### config.mk
export PLATFORM = sky130hd
export DESIGN_NAME = binomial_tree_barrier_node
export DESIGN_NICKNAME = d
export VERILOG_FILES = /design/src/btb_pkg.sv /design/src/binomial_tree_barrier_node.sv /design/src/btb_cfg.sv
export SDC_FILE = /design/constraint.sdc
export NUM_CORES = 1
export LEC_CHECK = 0
export ABC_AREA = 1
export BUFFER_PORTS_ARGS = -buffer_cell sky130_fd_sc_hd__buf_4
export CAP_MARGIN = 30
export CORE_ASPECT_RATIO = 1.1
export CORE_MARGIN = 4
export CORE_UTILIZATION = 40
export CTS_BUF_LIST = sky130_fd_sc_hd__clkbuf_2 sky130_fd_sc_hd__clkbuf_4 sky130_fd_sc_hd__clkbuf_8
export DETAILED_ROUTE_END_ITERATION = 16
export SYNTH_ARGS = -nofsm -noshare
export SYNTH_HDL_FRONTEND = slang
export SYNTH_SLANG_ARGS = --single-unit
### constraint.sdc
create_clock -name clk -period 4.22 [get_ports clk]
set_input_delay 0.844 -clock clk [delete_from_list [all_inputs] [get_ports clk]]
set_output_delay 0.844 -clock clk [all_outputs]
set_load 0.05 [all_outputs]
### src/btb_pkg.sv
`timescale 1ns / 1ps
package btb_pkg;

	localparam int unsigned RANK_W  = 10;
	localparam int unsigned COUNT_W = 11;
	localparam int unsigned EVENT_W = 16;
	localparam int unsigned STEP_W  = 4;
	localparam int unsigned ADDR_W  = 4;
	localparam int unsigned DATA_W  = 32;

	// largest rank count the tree supports
	localparam int unsigned MAX_RANKS  = 1024;
	localparam int unsigned RANK_LIMIT = (MAX_RANKS < 1024) ? MAX_RANKS : 1024;
	localparam logic [COUNT_W-1:0] RANK_LIMIT_C = COUNT_W'(RANK_LIMIT);

	// register indexes (paddr[3:2])
	localparam logic [1:0] REG_MY_RANK      = 2'd0;
	localparam logic [1:0] REG_TOTAL_RANKS  = 2'd1;
	localparam logic [1:0] REG_LOCAL_EVENTS = 2'd2;

	localparam logic REQ_EVENT   = 1'b0;
	localparam logic KIND_SEND   = 1'b0;
	localparam logic KIND_STATUS = 1'b1;

	typedef enum logic [2:0] {
		ERR_OK        = 3'd0,
		ERR_SOURCE    = 3'd1,
		ERR_EVENT     = 3'd2,
		ERR_REPORT    = 3'd3,
		ERR_PREMATURE = 3'd4
	} err_t;

	typedef enum logic [2:0] {
		ST_INIT,
		ST_IDLE,
		ST_DECIDE,
		ST_WALK,
		ST_SELF,
		ST_PARENT,
		ST_STATUS
	} state_t;

	typedef struct packed {
		logic [RANK_W-1:0]  my_rank;
		logic [COUNT_W-1:0] total_ranks;
		logic [EVENT_W-1:0] local_events;
	} cfg_t;

	typedef struct packed {
		logic wr;
		cfg_t regs;
	} cfg_bus_t;

	function automatic logic [COUNT_W-1:0] rank_count(input logic [COUNT_W-1:0] total);
		logic [COUNT_W-1:0] n;
		n = total;
		if (n == '0) n = COUNT_W'(1);
		if (n > RANK_LIMIT_C) n = RANK_LIMIT_C;
		return n;
	endfunction

	// clear lowest set bit
	function automatic logic [RANK_W-1:0] parent_of(input logic [RANK_W-1:0] r);
		return r & (r - RANK_W'(1));
	endfunction

endpackage

### src/binomial_tree_barrier_node.sv
`timescale 1ns / 1ps
// One node of a binomial-tree barrier. Program my_rank, total_ranks and
// local_events over APB; a write to any of these registers restarts the node as a reset does.
// A req item is either a local event (req_type 0) or an arriving barrier
// message tagged with its sender (req_type 1). Each item yields one status
// result (kind 1, with an error code) or 1 to 11 sends (kind 0) toward the
// parent, the children, or, at the root, itself; last marks the final result.
// One item at a time: an item occupies the node until the last of the results it
// causes (1..11) has entered the output register, and req_stall stays high meanwhile.
// The child sends come out of one shared rank adder that steps through the children
// one per cycle while the result side is not stalling. After reset or such a write
// the same adder walks the tree to count the children; req_stall is held high during
// that walk.
module binomial_tree_barrier_node (
	input  logic                        clk,
	input  logic                        arst_n,
	// APB config port
	input  logic                        psel,
	input  logic                        penable,
	input  logic                        pwrite,
	input  logic [btb_pkg::ADDR_W-1:0]  paddr,
	input  logic [btb_pkg::DATA_W-1:0]  pwdata,
	output logic [btb_pkg::DATA_W-1:0]  prdata,
	output logic                        pready,
	// request channel
	input  logic                        req_valid,
	output logic                        req_stall,
	input  logic                        req_type,
	input  logic [btb_pkg::RANK_W-1:0]  source_rank,
	// result channel
	output logic                        res_valid,
	input  logic                        res_stall,
	output logic                        kind,
	output logic [btb_pkg::RANK_W-1:0]  dest_rank,
	output logic                        done_res,
	output logic [2:0]                  error,
	output logic                        last
);

	btb_pkg::cfg_bus_t cfg_bus;

	btb_cfg u_cfg (
		.clk     (clk),
		.arst_n  (arst_n),
		.psel    (psel),
		.penable (penable),
		.pwrite  (pwrite),
		.paddr   (paddr),
		.pwdata  (pwdata),
		.prdata  (prdata),
		.pready  (pready),
		.cfg     (cfg_bus)
	);

	logic [btb_pkg::RANK_W-1:0]  my_rank;
	logic [btb_pkg::COUNT_W-1:0] n_ranks;
	logic [btb_pkg::EVENT_W-1:0] ev_init;

	assign my_rank = cfg_bus.regs.my_rank;
	assign n_ranks = btb_pkg::rank_count(cfg_bus.regs.total_ranks);
	// zero local events behaves as one
	assign ev_init = (cfg_bus.regs.local_events == '0) ? btb_pkg::EVENT_W'(1)
		: cfg_bus.regs.local_events;

	// control state
	btb_pkg::state_t             state_q, state_d;
	logic [btb_pkg::STEP_W-1:0]  pending_q;
	logic                        started_q;
	logic                        finished_q;
	logic [btb_pkg::EVENT_W-1:0] events_left_q;
	logic [btb_pkg::STEP_W-1:0]  child_cnt_q;
	logic [btb_pkg::STEP_W-1:0]  idx_q;
	logic                        self_q;
	btb_pkg::err_t               err_q;

	// captured item
	logic                        req_type_q;
	logic [btb_pkg::RANK_W-1:0]  source_rank_q;

	// output register
	logic                        res_valid_q;
	logic                        kind_q;
	logic [btb_pkg::RANK_W-1:0]  dest_q;
	logic                        done_q;
	btb_pkg::err_t               err_out_q;
	logic                        last_q;

	// shared rank adder: my_rank + 2^idx, tested against the tree shape
	logic [btb_pkg::COUNT_W-1:0] step_j;
	logic [btb_pkg::COUNT_W-1:0] step_sum;
	logic                        walk_ok;
	logic                        walk_last;
	logic                        slot_free;

	assign step_j    = btb_pkg::COUNT_W'(1) << idx_q;
	assign step_sum  = btb_pkg::COUNT_W'(my_rank) + step_j;
	assign walk_ok   = (step_j != '0) && ((step_j & btb_pkg::COUNT_W'(my_rank)) == '0)
		&& (step_sum < n_ranks);
	assign walk_last = (idx_q == (child_cnt_q - btb_pkg::STEP_W'(1)));
	assign slot_free = !res_valid_q || !res_stall;

	// decision for the captured item
	logic [btb_pkg::EVENT_W-1:0] ev_cur, ev_dec;
	logic                        is_parent, is_child, is_root_self;
	btb_pkg::state_t             dec_state;
	btb_pkg::err_t               dec_err;
	logic                        dec_event, dec_start, dec_report, dec_complete, dec_self;
	logic                        do_report;

	assign ev_cur       = (events_left_q == '0) ? btb_pkg::EVENT_W'(1) : events_left_q;
	assign ev_dec       = ev_cur - btb_pkg::EVENT_W'(1);
	assign is_parent    = (my_rank != '0) && (source_rank_q == btb_pkg::parent_of(my_rank));
	assign is_child     = (source_rank_q != '0)
		&& (btb_pkg::parent_of(source_rank_q) == my_rank);
	assign is_root_self = (my_rank == '0) && (source_rank_q == '0);

	always_comb begin
		dec_state    = btb_pkg::ST_STATUS;
		dec_err      = btb_pkg::ERR_OK;
		dec_event    = 1'b0;
		dec_start    = 1'b0;
		dec_report   = 1'b0;
		dec_complete = 1'b0;
		dec_self     = 1'b0;
		do_report    = 1'b0;
		if (req_type_q == btb_pkg::REQ_EVENT) begin
			if (started_q || finished_q) begin
				dec_err = btb_pkg::ERR_EVENT;
			end else begin
				dec_event = 1'b1;
				if (ev_dec == '0) begin
					dec_start = 1'b1;
					do_report = 1'b1;
				end
			end
		end else if (is_parent) begin
			if (started_q && (pending_q == '0) && !finished_q) begin
				dec_complete = 1'b1;
				dec_state    = (child_cnt_q != '0) ? btb_pkg::ST_WALK : btb_pkg::ST_STATUS;
			end else begin
				dec_err = btb_pkg::ERR_PREMATURE;
			end
		end else if (is_child) begin
			do_report = 1'b1;
		end else if (!is_root_self) begin
			dec_err = btb_pkg::ERR_SOURCE;
		end

		// own report or a child's report
		if (do_report) begin
			if (finished_q || (pending_q == '0)
					|| ((pending_q == btb_pkg::STEP_W'(1)) && !(started_q || dec_start))) begin
				dec_err = btb_pkg::ERR_REPORT;
			end else begin
				dec_report = 1'b1;
				if (pending_q == btb_pkg::STEP_W'(1)) begin
					if (my_rank == '0) begin
						// root: complete, fan out, then message to itself
						dec_complete = 1'b1;
						dec_self     = 1'b1;
						dec_state    = (child_cnt_q != '0) ? btb_pkg::ST_WALK
							: btb_pkg::ST_SELF;
					end else begin
						dec_state = btb_pkg::ST_PARENT;
					end
				end
			end
		end
	end

	// next state
	always_comb begin
		state_d = state_q;
		unique case (state_q) inside
			btb_pkg::ST_INIT:   if (!walk_ok) state_d = btb_pkg::ST_IDLE;
			btb_pkg::ST_IDLE:   if (req_valid) state_d = btb_pkg::ST_DECIDE;
			btb_pkg::ST_DECIDE: state_d = dec_state;
			btb_pkg::ST_WALK: begin
				if (slot_free && walk_last)
					state_d = self_q ? btb_pkg::ST_SELF : btb_pkg::ST_IDLE;
			end
			btb_pkg::ST_SELF, btb_pkg::ST_PARENT, btb_pkg::ST_STATUS: begin
				if (slot_free) state_d = btb_pkg::ST_IDLE;
			end
			default: state_d = btb_pkg::ST_INIT;
		endcase
		if (cfg_bus.wr) state_d = btb_pkg::ST_INIT;
	end

	// emission into the output register
	logic                        emit;
	logic                        e_kind;
	logic [btb_pkg::RANK_W-1:0]  e_dest;
	btb_pkg::err_t               e_err;
	logic                        e_last;

	always_comb begin
		emit   = 1'b0;
		e_kind = btb_pkg::KIND_SEND;
		e_dest = '0;
		e_err  = btb_pkg::ERR_OK;
		e_last = 1'b0;
		unique case (state_q) inside
			btb_pkg::ST_WALK: begin
				emit   = slot_free;
				e_dest = step_sum[btb_pkg::RANK_W-1:0];
				e_last = walk_last && !self_q;
			end
			btb_pkg::ST_SELF: begin
				emit   = slot_free;
				e_last = 1'b1;
			end
			btb_pkg::ST_PARENT: begin
				emit   = slot_free;
				e_dest = btb_pkg::parent_of(my_rank);
				e_last = 1'b1;
			end
			btb_pkg::ST_STATUS: begin
				emit   = slot_free;
				e_kind = btb_pkg::KIND_STATUS;
				e_err  = err_q;
				e_last = 1'b1;
			end
			default: ;
		endcase
	end

	assign req_stall = (state_q != btb_pkg::ST_IDLE);

	always_ff @(posedge clk or negedge arst_n) begin
		if (!arst_n) begin
			state_q       <= btb_pkg::ST_INIT;
			pending_q     <= btb_pkg::STEP_W'(1);
			started_q     <= 1'b0;
			finished_q    <= 1'b0;
			events_left_q <= btb_pkg::EVENT_W'(1);
			child_cnt_q   <= '0;
			idx_q         <= '0;
			self_q        <= 1'b0;
			err_q         <= btb_pkg::ERR_OK;
			res_valid_q   <= 1'b0;
		end else begin
			state_q <= state_d;
			if (emit) res_valid_q <= 1'b1;
			else if (!res_stall) res_valid_q <= 1'b0;

			if (cfg_bus.wr) begin
				// restart the child-count walk with the new registers
				idx_q       <= '0;
				child_cnt_q <= '0;
			end else begin
				unique case (state_q) inside
					btb_pkg::ST_INIT: begin
						started_q     <= 1'b0;
						finished_q    <= 1'b0;
						self_q        <= 1'b0;
						events_left_q <= ev_init;
						if (walk_ok) begin
							child_cnt_q <= child_cnt_q + btb_pkg::STEP_W'(1);
							idx_q       <= idx_q + btb_pkg::STEP_W'(1);
						end else begin
							pending_q <= child_cnt_q + btb_pkg::STEP_W'(1);
							idx_q     <= '0;
						end
					end
					btb_pkg::ST_DECIDE: begin
						if (dec_event) events_left_q <= ev_dec;
						if (dec_start) started_q <= 1'b1;
						if (dec_report) pending_q <= pending_q - btb_pkg::STEP_W'(1);
						if (dec_complete) finished_q <= 1'b1;
						self_q <= dec_self;
						err_q  <= dec_err;
						idx_q  <= '0;
					end
					btb_pkg::ST_WALK: begin
						if (slot_free) idx_q <= idx_q + btb_pkg::STEP_W'(1);
					end
					default: ;
				endcase
			end
		end
	end

	always_ff @(posedge clk) begin
		if ((state_q == btb_pkg::ST_IDLE) && req_valid) begin
			req_type_q    <= req_type;
			source_rank_q <= source_rank;
		end
		if (emit) begin
			kind_q    <= e_kind;
			dest_q    <= e_dest;
			done_q    <= finished_q;
			err_out_q <= e_err;
			last_q    <= e_last;
		end
	end

	assign res_valid = res_valid_q;
	assign kind      = kind_q;
	assign dest_rank = dest_q;
	assign done_res  = done_q;
	assign error     = err_out_q;
	assign last      = last_q;

endmodule

### src/btb_cfg.sv
`timescale 1ns / 1ps
module btb_cfg (
	input  logic                        clk,
	input  logic                        arst_n,
	input  logic                        psel,
	input  logic                        penable,
	input  logic                        pwrite,
	input  logic [btb_pkg::ADDR_W-1:0]  paddr,
	input  logic [btb_pkg::DATA_W-1:0]  pwdata,
	output logic [btb_pkg::DATA_W-1:0]  prdata,
	output logic                        pready,
	output btb_pkg::cfg_bus_t           cfg
);

	btb_pkg::cfg_t cfg_q;
	logic [1:0]    idx;
	logic          wr_en;
	logic          wr_hit;

	assign idx    = paddr[btb_pkg::ADDR_W-1:2];
	assign wr_en  = psel & penable & pwrite;
	assign pready = 1'b1;

	always_comb begin
		wr_hit = 1'b0;
		prdata = '0;
		unique case (idx)
			btb_pkg::REG_MY_RANK: begin
				wr_hit = wr_en;
				prdata = btb_pkg::DATA_W'(cfg_q.my_rank);
			end
			btb_pkg::REG_TOTAL_RANKS: begin
				wr_hit = wr_en;
				prdata = btb_pkg::DATA_W'(cfg_q.total_ranks);
			end
			btb_pkg::REG_LOCAL_EVENTS: begin
				wr_hit = wr_en;
				prdata = btb_pkg::DATA_W'(cfg_q.local_events);
			end
			default: begin
				wr_hit = 1'b0;
				prdata = '0;
			end
		endcase
	end

	always_ff @(posedge clk or negedge arst_n) begin
		if (!arst_n) begin
			cfg_q.my_rank      <= '0;
			cfg_q.total_ranks  <= btb_pkg::COUNT_W'(1);
			cfg_q.local_events <= btb_pkg::EVENT_W'(1);
		end else if (wr_en) begin
			unique case (idx)
				btb_pkg::REG_MY_RANK:
					cfg_q.my_rank <= pwdata[btb_pkg::RANK_W-1:0];
				btb_pkg::REG_TOTAL_RANKS:
					cfg_q.total_ranks <= pwdata[btb_pkg::COUNT_W-1:0];
				btb_pkg::REG_LOCAL_EVENTS:
					cfg_q.local_events <= pwdata[btb_pkg::EVENT_W-1:0];
				default: ;
			endcase
		end
	end

	assign cfg.wr   = wr_hit;
	assign cfg.regs = cfg_q;

endmodule

Word level (Yosys, flattened, before mapping)
Cells that the tools add are included.
- shift operators: 1
- order comparisons: 2
- bitwise logic cells: 6
- mux-type cells: 74
- reductions and logical operators: 54
- add/subtract/negate cells: 8
- equal/unequal tests: 24
- operators by type and width (cell ; number):
    $mux W3 ; 20
    $logic_not A16 Y1 ; 3
    $mux W16 ; 3
    $pmux W16 S3 ; 1
    $mux W4 ; 8
    $pmux W16 S2 ; 1
    $mux W1 ; 30
    $logic_not A11 Y1 ; 2
    $mux W11 ; 2
    $and A10 B10 Y10 ; 2
    $eq A10 B10 Y1 ; 2
    $logic_not A10 Y1 ; 2
    $pmux W10 S2 ; 1
    $reduce_bool A10 Y1 ; 2
    $sub A10 B1 Y10 const B ; 2
    $sub A16 B1 Y16 const B ; 1
    $pmux W3 S5 ; 1
    $reduce_and A2 Y1 ; 7
    $pmux W4 S3 ; 1
    $add A10 B11 Y11 ; 1
    $and A11 B10 Y11 ; 1
    $gt A11 B11 Y1 const B ; 1
    $logic_and A1 B1 Y1 ; 11
    $lt A11 B11 Y1 ; 1
    31 further kinds ; 63
- logic and storage cells: 189
- bits of input ports: 54
- register bits: 102

Longest topological paths before layout
Gate-level depths: netlist of run 1.
- depth in word-level cells: 15
- mapped depth: 28
- mapped depth without buffers: 28

Cells and area by module
From an unflattened synthesis of run 1, not the netlist that was laid out.
- cells, all modules: 962
- area, all modules: 6991.7 sq um
- by module, submodules not included (module ; times used ; cells an instance ; area each (sq um)):
    binomial_tree_barrier_node ; 1 ; 715 ; 5132.4
    btb_cfg ; 1 ; 247 ; 1859.3

Least setup slack after synthesis of run 1
OpenSTA, ideal clock, no wires.
- path kind: register -> register
- from: reg idx_q[0] in the netlist's numbering
- to: reg state_q[0]
- path slack: 0.120 ns
- buffers on the path: 0
- library setup time: 0.117 ns
- cell stages (with the launch flop): 29
- data arrival time: 3.983 ns
- required time: 4.103 ns
- period minus slack after synthesis: 4.100 ns
- path through: dfrtp_1 > inv_1 > ha_1 > nand2_1 > nor2_1 > ha_1 > inv_1 > fa_1 > o31ai_1 > a21oi_1 > o21ai_1 > a21oi_1 > o21ai_1 > nand2_1 > a21oi_1 > xor2_1 > ha_1 > nand2_1 > inv_1 > nand3_1 > a21oi_1 > nor4_1 > nand2_1 > nor2_2 > inv_1 > nand2_1 > nor2_1 > nand2_1 > nand2_1
- cells in the longest elaborated chain, start to end: 7
- RTL lines (item ; RTL line ; source):
    from (decl) ; binomial_tree_barrier_node.sv:72 ; logic [btb_pkg::STEP_W-1:0] idx_q;
    from (signal assigned) ; binomial_tree_barrier_node.sv:260 ; idx_q <= idx_q + btb_pkg::STEP_W'(1);
    from (signal assigned) ; binomial_tree_barrier_node.sv:276 ; if (slot_free) idx_q <= idx_q + btb_pkg::STEP_W'(1);
    parallel branches: the longest is 6 deep, another holds $add A10 B11 Y11 ; -- ;
    $reduce_and A4 Y1 (no line) * ; -- ;
    to (signal assigned) ; binomial_tree_barrier_node.sv:232 ; state_q <= btb_pkg::ST_INIT;
    to (signal assigned) ; binomial_tree_barrier_node.sv:243 ; state_q <= state_d;
    to (decl) ; binomial_tree_barrier_node.sv:66 ; btb_pkg::state_t state_q, state_d;
Every way passes the cells marked *.
A chain may end at the register's enable or synchronous reset.

Worst setup path after layout of run 1
- from: reg idx_q[0] in the netlist's numbering
- to: reg idx_q[2] in the netlist's numbering
- cells in the longest elaborated chain, start to end: 8
- RTL lines (item ; RTL line ; source):
    parallel branches: the longest is 6 deep, another holds $add A10 B11 Y11 ; -- ;
    $pmux W4 S3 * ; binomial_tree_barrier_node.sv:252 ; unique case (state_q) inside
    $mux W4 * ; binomial_tree_barrier_node.sv:247 ; if (cfg_bus.wr) begin
Every way passes the cells marked *. The select of a mux whose other input is x is not followed.

==> results of run 1 <==
-- flip-flops by register name (all words and copies together) (netlist names) --
| signal | flops |
|---|---|
| done_res | 1 |
| u_cfg.cfg | 37 |
| req_type_q | 1 |
| err_q | 3 |
| state_q | 3 |
| dest_rank | 10 |
| error | 3 |
| pending_q | 4 |
| events_left_q | 16 |
| started_q | 1 |
| kind | 1 |
| self_q | 1 |
| idx_q | 4 |
| child_cnt_q | 4 |
| finished_q | 1 |
| res_valid | 1 |
| last | 1 |
| source_rank_q | 10 |
-- worst reg2reg max path, cell delays in order, from the launching register on --
cell and delay [ns]:
dfrtp_1 0.40, inv_2 0.08, ha_4 0.15, nand2_4 0.06
nor2_4 0.12, ha_2 0.19, inv_2 0.04, fa_2 0.38
o31ai_4 0.26, a21oi_2 0.09, o21ai_2 0.15, a21oi_2 0.08
o21ai_2 0.14, nand2_1 0.08, a21oi_2 0.14, xor2_1 0.18
ha_1 0.27, nand2_1 0.07, inv_1 0.05, o21ai_1 0.07
nand4_1 0.12, nor4_2 0.26, nand2_1 0.13, nand2_1 0.07
nand4_1 0.22, o22ai_1 0.21
-- kinds of logic (layout without fill, tap and decap cells) --
logic type	after synthesis	count (layout)	share of synthesized area, %
and+or+nand+nor	458	458	29.8
xor gates and xnor gates	28	28	3.53
AOI/OAI and AO/OA	145	145	11.5
buffers and inverters	162	247	9.82
muxes	2	2	0.288
other	2	17	0.108
DFF	102	102	38.8
adders and majority gates	34	34	6.23
-- repair_timing --
item                       in CTS  in global routing
buffers inserted                2                  6
pin swaps                       4                 22
resized for setup               5                 31
setup endpoints to repair      15                 15
-- how the worst max path moves through the flow --
stage / to / slack [ns] / cells after the start
after detailed placement: state_q[0]$_DFFE_PN0P_ / -0.21 / 28
after global placement: state_q[2]$_DFFE_PN0P_ / -0.11 / 28
after CTS: idx_q[1]$_DFFE_PN0P_ / 0.001 / 25
final: idx_q[2]$_DFFE_PN0P_ / 0.11 / 25
after global routing: child_cnt_q[2]$_DFFE_PN0P_ / -0.19 / 26
after floorplan: state_q[0]$_DFFE_PN0P_ / 0.12 / 28
-- cells in the mapped netlist, drive strengths merged (7+ instances only) --
| library cell | count | area [sq um] |
|---|---|---|
| clkbuf | 15 | 56.3 |
| nand4 | 23 | 165 |
| nor3 | 9 | 50.1 |
| a21oi | 33 | 169 |
| dfrtp | 71 | 1780 |
| o211ai | 8 | 60.1 |
| nand3b | 8 | 60.1 |
| xor2 | 20 | 175 |
| buf | 20 | 149 |
| xnor2 | 8 | 70.1 |
| nor2 | 111 | 479 |
| nand2 | 240 | 928 |
| o21ai | 81 | 405 |
| edfxtp | 27 | 811 |
| inv | 126 | 473 |
| nand3 | 52 | 288 |
| o22ai | 7 | 43.8 |
| nor4 | 8 | 50.1 |
| ha | 33 | 413 |
-- metal layers --
layer  global-route usage, %  up-vias  share of wire (%)
met4                    5.92        0                2.1
met2                    32.5      145                 48
met1                    26.3     2936                 46
li1                        -     3219                  -
met3                    3.24       30                4.1
met5                       0        -                  0
-- metrics by stage --
stage	cells	hold WS (ns)	TNS, ns	utilization, %
global route	1267	0.470	-2.49	48.1
finish	1267	0.424	0	48.1
floorplan	948	0.459	0	-
detailed placement	1243	0.488	-1.87	45.9
global placement	1243	0.477	-0.335	45.9
CTS	1261	0.449	0	47.2
-- final cells by class --
type | instances | area (sq um)
Clock buffer | 9 | 124
Multi-Input combinational cell | 684 | 3760
Sequential cell | 102 | 2690
Fill cell | 1763 | 8820
Timing Repair Buffer | 104 | 781
Clock inverter | 7 | 63.8
Tap cell | 234 | 293
Inverter | 127 | 477
-- power by group through the flow --
stage | Clock (mW) | Sequential, mW | Combinational (mW)
global placement | 0 | 1.61 | 2.78
floorplan | 0 | 1.77 | 1.81
detailed placement | 0 | 1.61 | 2.80
CTS | 0.642 | 1.59 | 2.82
global route | 0.683 | 1.63 | 3.27
finish | 0.623 | 1.60 | 2.94
==> qor.yml, run 1 <==
die:
  die-area_sq_um: 19500
  dieHeight_um: 146
  rows: 50
  coreArea_sq_um: 17000
  ios: 105
  die_w_um: 134
  start_util_pct: 40.8
global_routing:
  grt_first_pass_wirelength_um: 30200
  first_global_vias: 5874
  antenna_found_initial: 0
  grt_usage_pct: 19.6
  grt-ovfl-total: 0
  grt_max_degree: 45
logic_synthesis:
  synth.distinct_cells: 49
  synthesis.area_sq_um: 6950
  async_reset_ff_share_pct: 73.5
  synthFlopType: "dfrtp_1"
  syn_area_per_cell_sq_um: 7.45
  yosysWarnings: 0
  seq_area_frac_synth_pct: 38.8
  yosys_register_bits: 102
  synth_cells: 933
  synth_enable_flop_cells: 27
sta:
  final_hold_viol_count: 0
  worst_slew_pin_slew_ns: 0.979
  fin_crit_sh_pct: 97.4
  finalCriticalPeriod_ns: 4.11
  max_freq_mhz: 243
  finalSetupViolCount: 0
  finalClockSkew_ns: 0.0209
  slew_violations: 0
  rsz0062_at_grt: "yes"
  relSlewSlack_pct: 34.5
  fin_ws_ns: 0.109
detailed_routing:
  route.detailed.drc: 0
  drt_iter0_markers: 404
  routed_wl_um: 19200
  num_vias: 6330
  via_per_inst: 5.00
  ant_nets: 0
  drt-pass1-iter-count: 4
  wl_per_cell_um: 15.1
pwr:
  switching_power_mw: 2.58
  power_density_nw_per_um2: 629
  power_mw: 5.16
  vdd_drop_max_mv: 0.284
  power_frac_comb_pct: 56.9
  sw_frac_of_total_pct: 50.0
  p_int_mw: 2.58
  pwr-share-seq_pct: 31.0
  clkPwrFrac_pct: 12.1
  p_leak_nw: 3.96
clocking:
  cts_buffers: 9
  cts_tree: "built"
  clk_pin_slew_ns: 0.12
  cts.path.max_buffers: 2
  hold_buffers: 0
  clkSinkCount: 102
  cts_root_buffer: "clkbuf_8"
  clk_latency_ns: 0.40
  cts_max_level: 3
placement:
  portBuffers: 69
  place_area_sq_um: 7810
  hpwl_um: 15100
  dp_slack_ns: -0.208
  place_congestion: 0.886
worst_setup_path:
  start_kind: "register"
  path_common_cell: "nand2_1"
  r2r_slack_ns: 0.11
  crit_arrival_ns: 4.43
  critPathTopFamily: "compound AO/OA/AOI/OAI gates"
  r2r-start: "idx_q[0]$_DFFE_PN0P_"
  reg2reg_depth: 25
  crit_fanout: 4
  worst_setup_path_end_kind: "register"
  slowest_stage: "dfrtp_1"
  cp_data_required_time_ns: 4.53
  cpPeakStageDelay_ns: 0.40
  r2r_end: "idx_q[2]$_DFFE_PN0P_"
  cp-startpoint: "idx_q[0]$_DFFE_PN0P_"
  crit_type: "reg2reg"
  path_buf_inv: 3
finish:
  fin_nets: 1116
  drive_above_1_share_pct: 18.6
  diodes: 0
  area_delta_synth_final_pct: 17.9
  final_cell_area_sq_um: 8190
  final_cell_mix: "nand2_1 (227), inv_1 (120), buf_4 (104), nor2_1 (89), o21ai_0 (72)"
  final_common_cell: "nand2_1"
run:
  drv_cap: 0
status:
  outcome: "completed"
min_path:
  hp-class: "in2async"
Power figures use the tool's default switching activity.
==> inputs of run 2 (changes only) <==
BUFFER_PORTS_ARGS = default   (was -buffer_cell sky130_fd_sc_hd__buf_4)
DONT_BUFFER_PORTS = 1   (was default)
==> qor.yml, run 2 (synthesized netlist as in run 1, its figures left out) <==
finish:
  drive_above_1_share_pct: 14.5
  area_delta_synth_final_pct: 12.5
  final_cell_mix: "nand2_1 (223), inv_1 (119), nor2_1 (90), o21ai_0 (71), dfrtp_1 (71)"
  fin_cells: 1206
  fin_nets: 1055
  diodes: 0
  largest_reg_flops: 37
  final_common_cell: "nand2_1"
die:
  die-area_sq_um: 19500
  rows: 50
  dieHeight_um: 146
  coreArea_sq_um: 17000
  ios: 105
  start_util_pct: 40.8
  die_w_um: 134
sta:
  finalSetupViolCount: 0
  worst_slew_pin_slew_ns: 1.00
  relSlewSlack_pct: 32.8
  final_hold_viol_count: 0
  max_freq_mhz: 242
  finalCriticalPeriod_ns: 4.14
  slew_violations: 0
  rsz0062_at_grt: "yes"
  fin_ws_ns: 0.0850
  fin_crit_sh_pct: 98.0
  finalClockSkew_ns: 0.0138
detailed_routing:
  routed_wl_um: 19100
  drt-pass1-iter-count: 5
  ant_nets: 0
  wl_per_cell_um: 15.9
  num_vias: 6130
  drt_iter0_markers: 480
  route.detailed.drc: 0
  via_per_inst: 5.08
pwr:
  vdd_drop_max_mv: 0.224
  power_frac_comb_pct: 52.0
  pwr-share-seq_pct: 36.0
  switching_power_mw: 2.54
  p_leak_nw: 3.67
  p_int_mw: 2.55
  sw_frac_of_total_pct: 49.8
  power_density_nw_per_um2: 652
  clkPwrFrac_pct: 12.0
global_routing:
  first_global_vias: 5541
  grt-ovfl-total: 0
  grt_usage_pct: 19.2
  grt_first_pass_wirelength_um: 29400
  antenna_found_initial: 0
  grt_max_degree: 76
worst_setup_path:
  reg2reg_depth: 28
  r2r_end: "pending_q[3]$_DFFE_PN0P_"
  slowest_stage: "dfrtp_1"
  crit_fanout: 8
  crit_type: "reg2reg"
  r2r-start: "idx_q[1]$_DFFE_PN0P_"
  cpPeakStageDelay_ns: 0.39
  crit_arrival_ns: 4.45
  cp_data_required_time_ns: 4.53
  r2r_slack_ns: 0.08
  worst_setup_path_end_kind: "register"
  start_kind: "register"
clocking:
  cts_buffers: 9
  cts_max_level: 3
  cts.path.max_buffers: 2
  clk_pin_slew_ns: 0.10
  cts_tree: "built"
  clkSinkCount: 102
  cts_root_buffer: "clkbuf_8"
  clk_latency_ns: 0.39
status:
  outcome: "completed"
run:
  drv_cap: 0
placement:
  dp_slack_ns: -0.210
  dpl.cell_count: 1184
  hpwl_um: 14700
  place_congestion: 0.892
  portBuffers: 0
min_path:
  hp-class: "in2async"
run 2: through the flow:
step	hold slack (ns)	cell area (sq um)	TNS [ns]	total power, mW	utilization (%)
final	0.149	7810	0	5.09	45.9
after global routing	0.127	7810	-1.75	5.51	45.9
after CTS	0.127	7650	-0.0709	4.99	45.0
after floorplan	0.459	7000	0	3.58	-
after detailed placement	0.483	7370	-2.27	4.29	43.3
after global placement	0.475	7360	-0.727	4.25	43.3
run 2: area by class of cell:
type | count | area (sq um)
clock buffers | 14 | 174
clock inverters | 2 | 17.5
fillers | 1758 | 9200
inverters | 127 | 477
multi-input cells | 684 | 3830
flip-flops and latches | 102 | 2690
well taps | 234 | 293
repair buffers | 43 | 330
run 2: worst max-delay path, delay by kind of cell (launching register included):
family / cells / cell delay (ns)
AO/OA/AOI/OAI: 8 / 0.98
XOR/XNOR: 1 / 0.19
adder cells (fa/ha/maj): 4 / 0.93
buffers and inverters: 5 / 0.36
flip-flops: 1 / 0.39
AND/OR/NAND/NOR: 10 / 1.18
run 2: worst max path at each step:
stage	from	end	cells after the start
after floorplan	idx_q[0]$_DFFE_PN0P_	state_q[0]$_DFFE_PN0P_	28
after global placement	idx_q[1]$_DFFE_PN0P_	state_q[0]$_DFFE_PN0P_	28
after detailed placement	idx_q[1]$_DFFE_PN0P_	pending_q[3]$_DFFE_PN0P_	28
after CTS	idx_q[1]$_DFFE_PN0P_	pending_q[1]$_DFFE_PN0P_	28
after global routing	idx_q[0]$_DFFE_PN0P_	pending_q[3]$_DFFE_PN0P_	28
final	idx_q[1]$_DFFE_PN0P_	pending_q[3]$_DFFE_PN0P_	28
run 2: timing repair:
| item | 4_1_cts | 5_1_grt |
|---|---|---|
| gates resized for setup | 21 | 30 |
| pin swaps | 20 | 26 |
| setup endpoints to repair | 15 | 15 |
| setup buffers | 3 | 3 |
| hold buffers | 0 | 0 |
run 2: per-layer routing:
metal | part of all wire [%] | vias up | track usage [%]
li1 | - | 3080 | -
met1 | 46 | 2869 | 26.1
met2 | 48 | 157 | 31.9
met3 | 4.0 | 24 | 2.86
met4 | 2.0 | 0 | 5.76
met5 | 0 | - | 0
run 2: power by group through the flow:
stage | logic, mW | clock network [mW] | registers [mW]
finish | 2.64 | 0.612 | 1.83
global route | 2.98 | 0.668 | 1.87
global placement | 2.41 | 0 | 1.84
floorplan | 1.81 | 0 | 1.77
detailed placement | 2.45 | 0 | 1.84
CTS | 2.53 | 0.630 | 1.83
==> inputs of run 3 (changes only) <==
clock period = 4.71 ns   (was 4.22 ns; I/O delays follow)
==> qor.yml, run 3 (synthesized netlist as in run 1, its figures left out) <==
detailed_routing:
  drt-pass1-iter-count: 6
  wl_met2_um: 8520
  routed_wl_um: 18500
  highest_layer: "met4"
  ant_nets: 0
  route.detailed.drc: 0
  via_per_inst: 5.11
  wl_per_cell_um: 15.7
  num_vias: 6038
  drt_iter0_markers: 463
  wl_met1_um: 8710
  route.met3.wl_um: 806
min_path:
  hp-class: "in2async"
worst_setup_path:
  start_kind: "register"
  crit_type: "reg2reg"
  cp_data_required_time_ns: 5.00
  r2r-start: "idx_q[0]$_DFFE_PN0P_"
  cp-startpoint: "idx_q[0]$_DFFE_PN0P_"
  critPathCapture: "state_q[0]$_DFFE_PN0P_"
  crit_arrival_ns: 4.60
  r2r_end: "state_q[0]$_DFFE_PN0P_"
  crit_fanout: 5
  reg2reg_depth: 28
  path_common_cell: "nand2_1"
  cpPeakStageDelay_ns: 0.39
  r2r_slack_ns: 0.39
  slowest_stage: "dfrtp_1"
  worst_setup_path_end_kind: "register"
sta:
  fin_setup_tns_ns: 0
  max_freq_mhz: 232
  final_hold_viol_count: 0
  finalCriticalPeriod_ns: 4.32
  finalClockSkew_ns: 0.0144
  worst_slew_pin_slew_ns: 1.00
  fin_crit_sh_pct: 91.6
  relSlewSlack_pct: 32.7
  finalSetupViolCount: 0
  rsz0062_at_grt: "no"
  hold_ws_ns: 0.234
  slew_violations: 0
placement:
  place_congestion: 0.905
  hpwl_um: 14500
  place_area_sq_um: 7240
  dpl.cell_count: 1165
  portBuffers: 0
clocking:
  clk_latency_ns: 0.40
  cts.path.max_buffers: 2
  clkSinkCount: 102
  hold_buffers: 0
  clk_pin_slew_ns: 0.11
  cts_root_buffer: "clkbuf_8"
  cts_max_level: 3
  cts_tree: "built"
  cts_buffers: 9
finish:
  num-fill-cells: 1791
  final_cell_mix: "nand2_1 (230), inv_1 (124), nor2_1 (92), o21ai_0 (73), dfrtp_1 (71)"
  fin_cells: 1182
  largest_reg_flops: 37
  fin_nets: 1031
  layout.area.seq_sq_um: 2690
  drive_above_1_share_pct: 9.07
  multi_input_area_sq_um: 3660
  final_cell_area_sq_um: 7460
  final_common_cell: "nand2_1"
  area_delta_synth_final_pct: 7.33
  diodes: 0
die:
  rows: 50
  ios: 105
  dieHeight_um: 146
  start_util_pct: 40.8
  die-area_sq_um: 19500
  coreArea_sq_um: 17000
  die_w_um: 134
pwr:
  power_density_nw_per_um2: 579
  vdd_drop_max_mv: 0.201
  p_leak_nw: 3.52
  power_mw: 4.32
global_routing:
  first_global_vias: 5572
  grt_max_degree: 76
  grt_usage_pct: 19.3
  grt-ovfl-total: 0
  antenna_found_initial: 0
  grt_first_pass_wirelength_um: 29500
run:
  drv_cap: 0
status:
  outcome: "completed"
[run 3: changes by cell type in the layout (fill, tap and decap cells not counted), sizes merged]
| cell | delta |
|---|---|
| clkinv | -1 |
| buf | -24 |
| inv | +5 |
| clkinvlp | +1 |
| clkbuf | -5 |
[run 3: power by group]
group / internal [mW] / total, mW / switching, mW / leakage [nW]
combinational: 0.693 / 2.11 / 1.42 / 2.24
clock: 0.205 / 0.551 / 0.346 / 0.0946
sequential: 1.20 / 1.65 / 0.452 / 1.18
[run 3: how the worst min path moves through the flow]
stage	cells past startpoint	endpoint
6_report	0	child_cnt_q[2]$_DFFE_PN0P_
5_1_grt	0	child_cnt_q[0]$_DFFE_PN0P_
3_5_place_dp	2	pending_q[1]$_DFFE_PN0P_
2_1_floorplan	2	pending_q[1]$_DFFE_PN0P_
3_3_place_gp	2	pending_q[1]$_DFFE_PN0P_
4_1_cts	0	events_left_q[15]$_DFFE_PN0P_
[run 3: repair_timing]
| item | 4_1_cts | 5_1_grt |
|---|---|---|
| endpoints found under the setup margin | 0 | 15 |
| resized for setup | 0 | 7 |
| buffers inserted | 0 | 1 |
[run 3: layer usage]
| metal | track usage (%) | up-vias |
|---|---|---|
| met1 | 26.5 | 2792 |
| met2 | 31.1 | 174 |
| met3 | 3.03 | 37 |
| li1 | - | 3035 |
| met5 | 0 | - |
| met4 | 7.00 | 0 |
[run 3: cell type report]
class | count | share of cell area [%]
Multi-Input combinational cell | 684 | 49.1
Inverter | 127 | 6.39
Clock inverter | 7 | 0.839
Timing Repair Buffer | 19 | 2.01
Tap cell | 234 | 3.93
Clock buffer | 9 | 1.66
Sequential cell | 102 | 36.1
[run 3: per-stage QoR]
| step | utilization, % | worst slack (ns) |
|---|---|---|
| 2_1_floorplan | - | 0.610 |
| 3_3_place_gp | 42.4 | 0.241 |
| 3_5_place_dp | 42.5 | 0.215 |
| 4_1_cts | 43.6 | 0.173 |
| 5_1_grt | 43.8 | 0.0245 |
| 6_report | 43.8 | 0.395 |
[run 3: worst max-delay path: cells and delay by family, from the launching register on]
family                   cells  cell delay (ns)
adder cells (fa/ha/maj)      4             1.04
buffers and inverters        5             0.43
AND/OR/NAND/NOR             11             1.13
flip-flops                   1             0.39
AO/OA/AOI/OAI                7             1.01
XOR/XNOR                     1             0.20
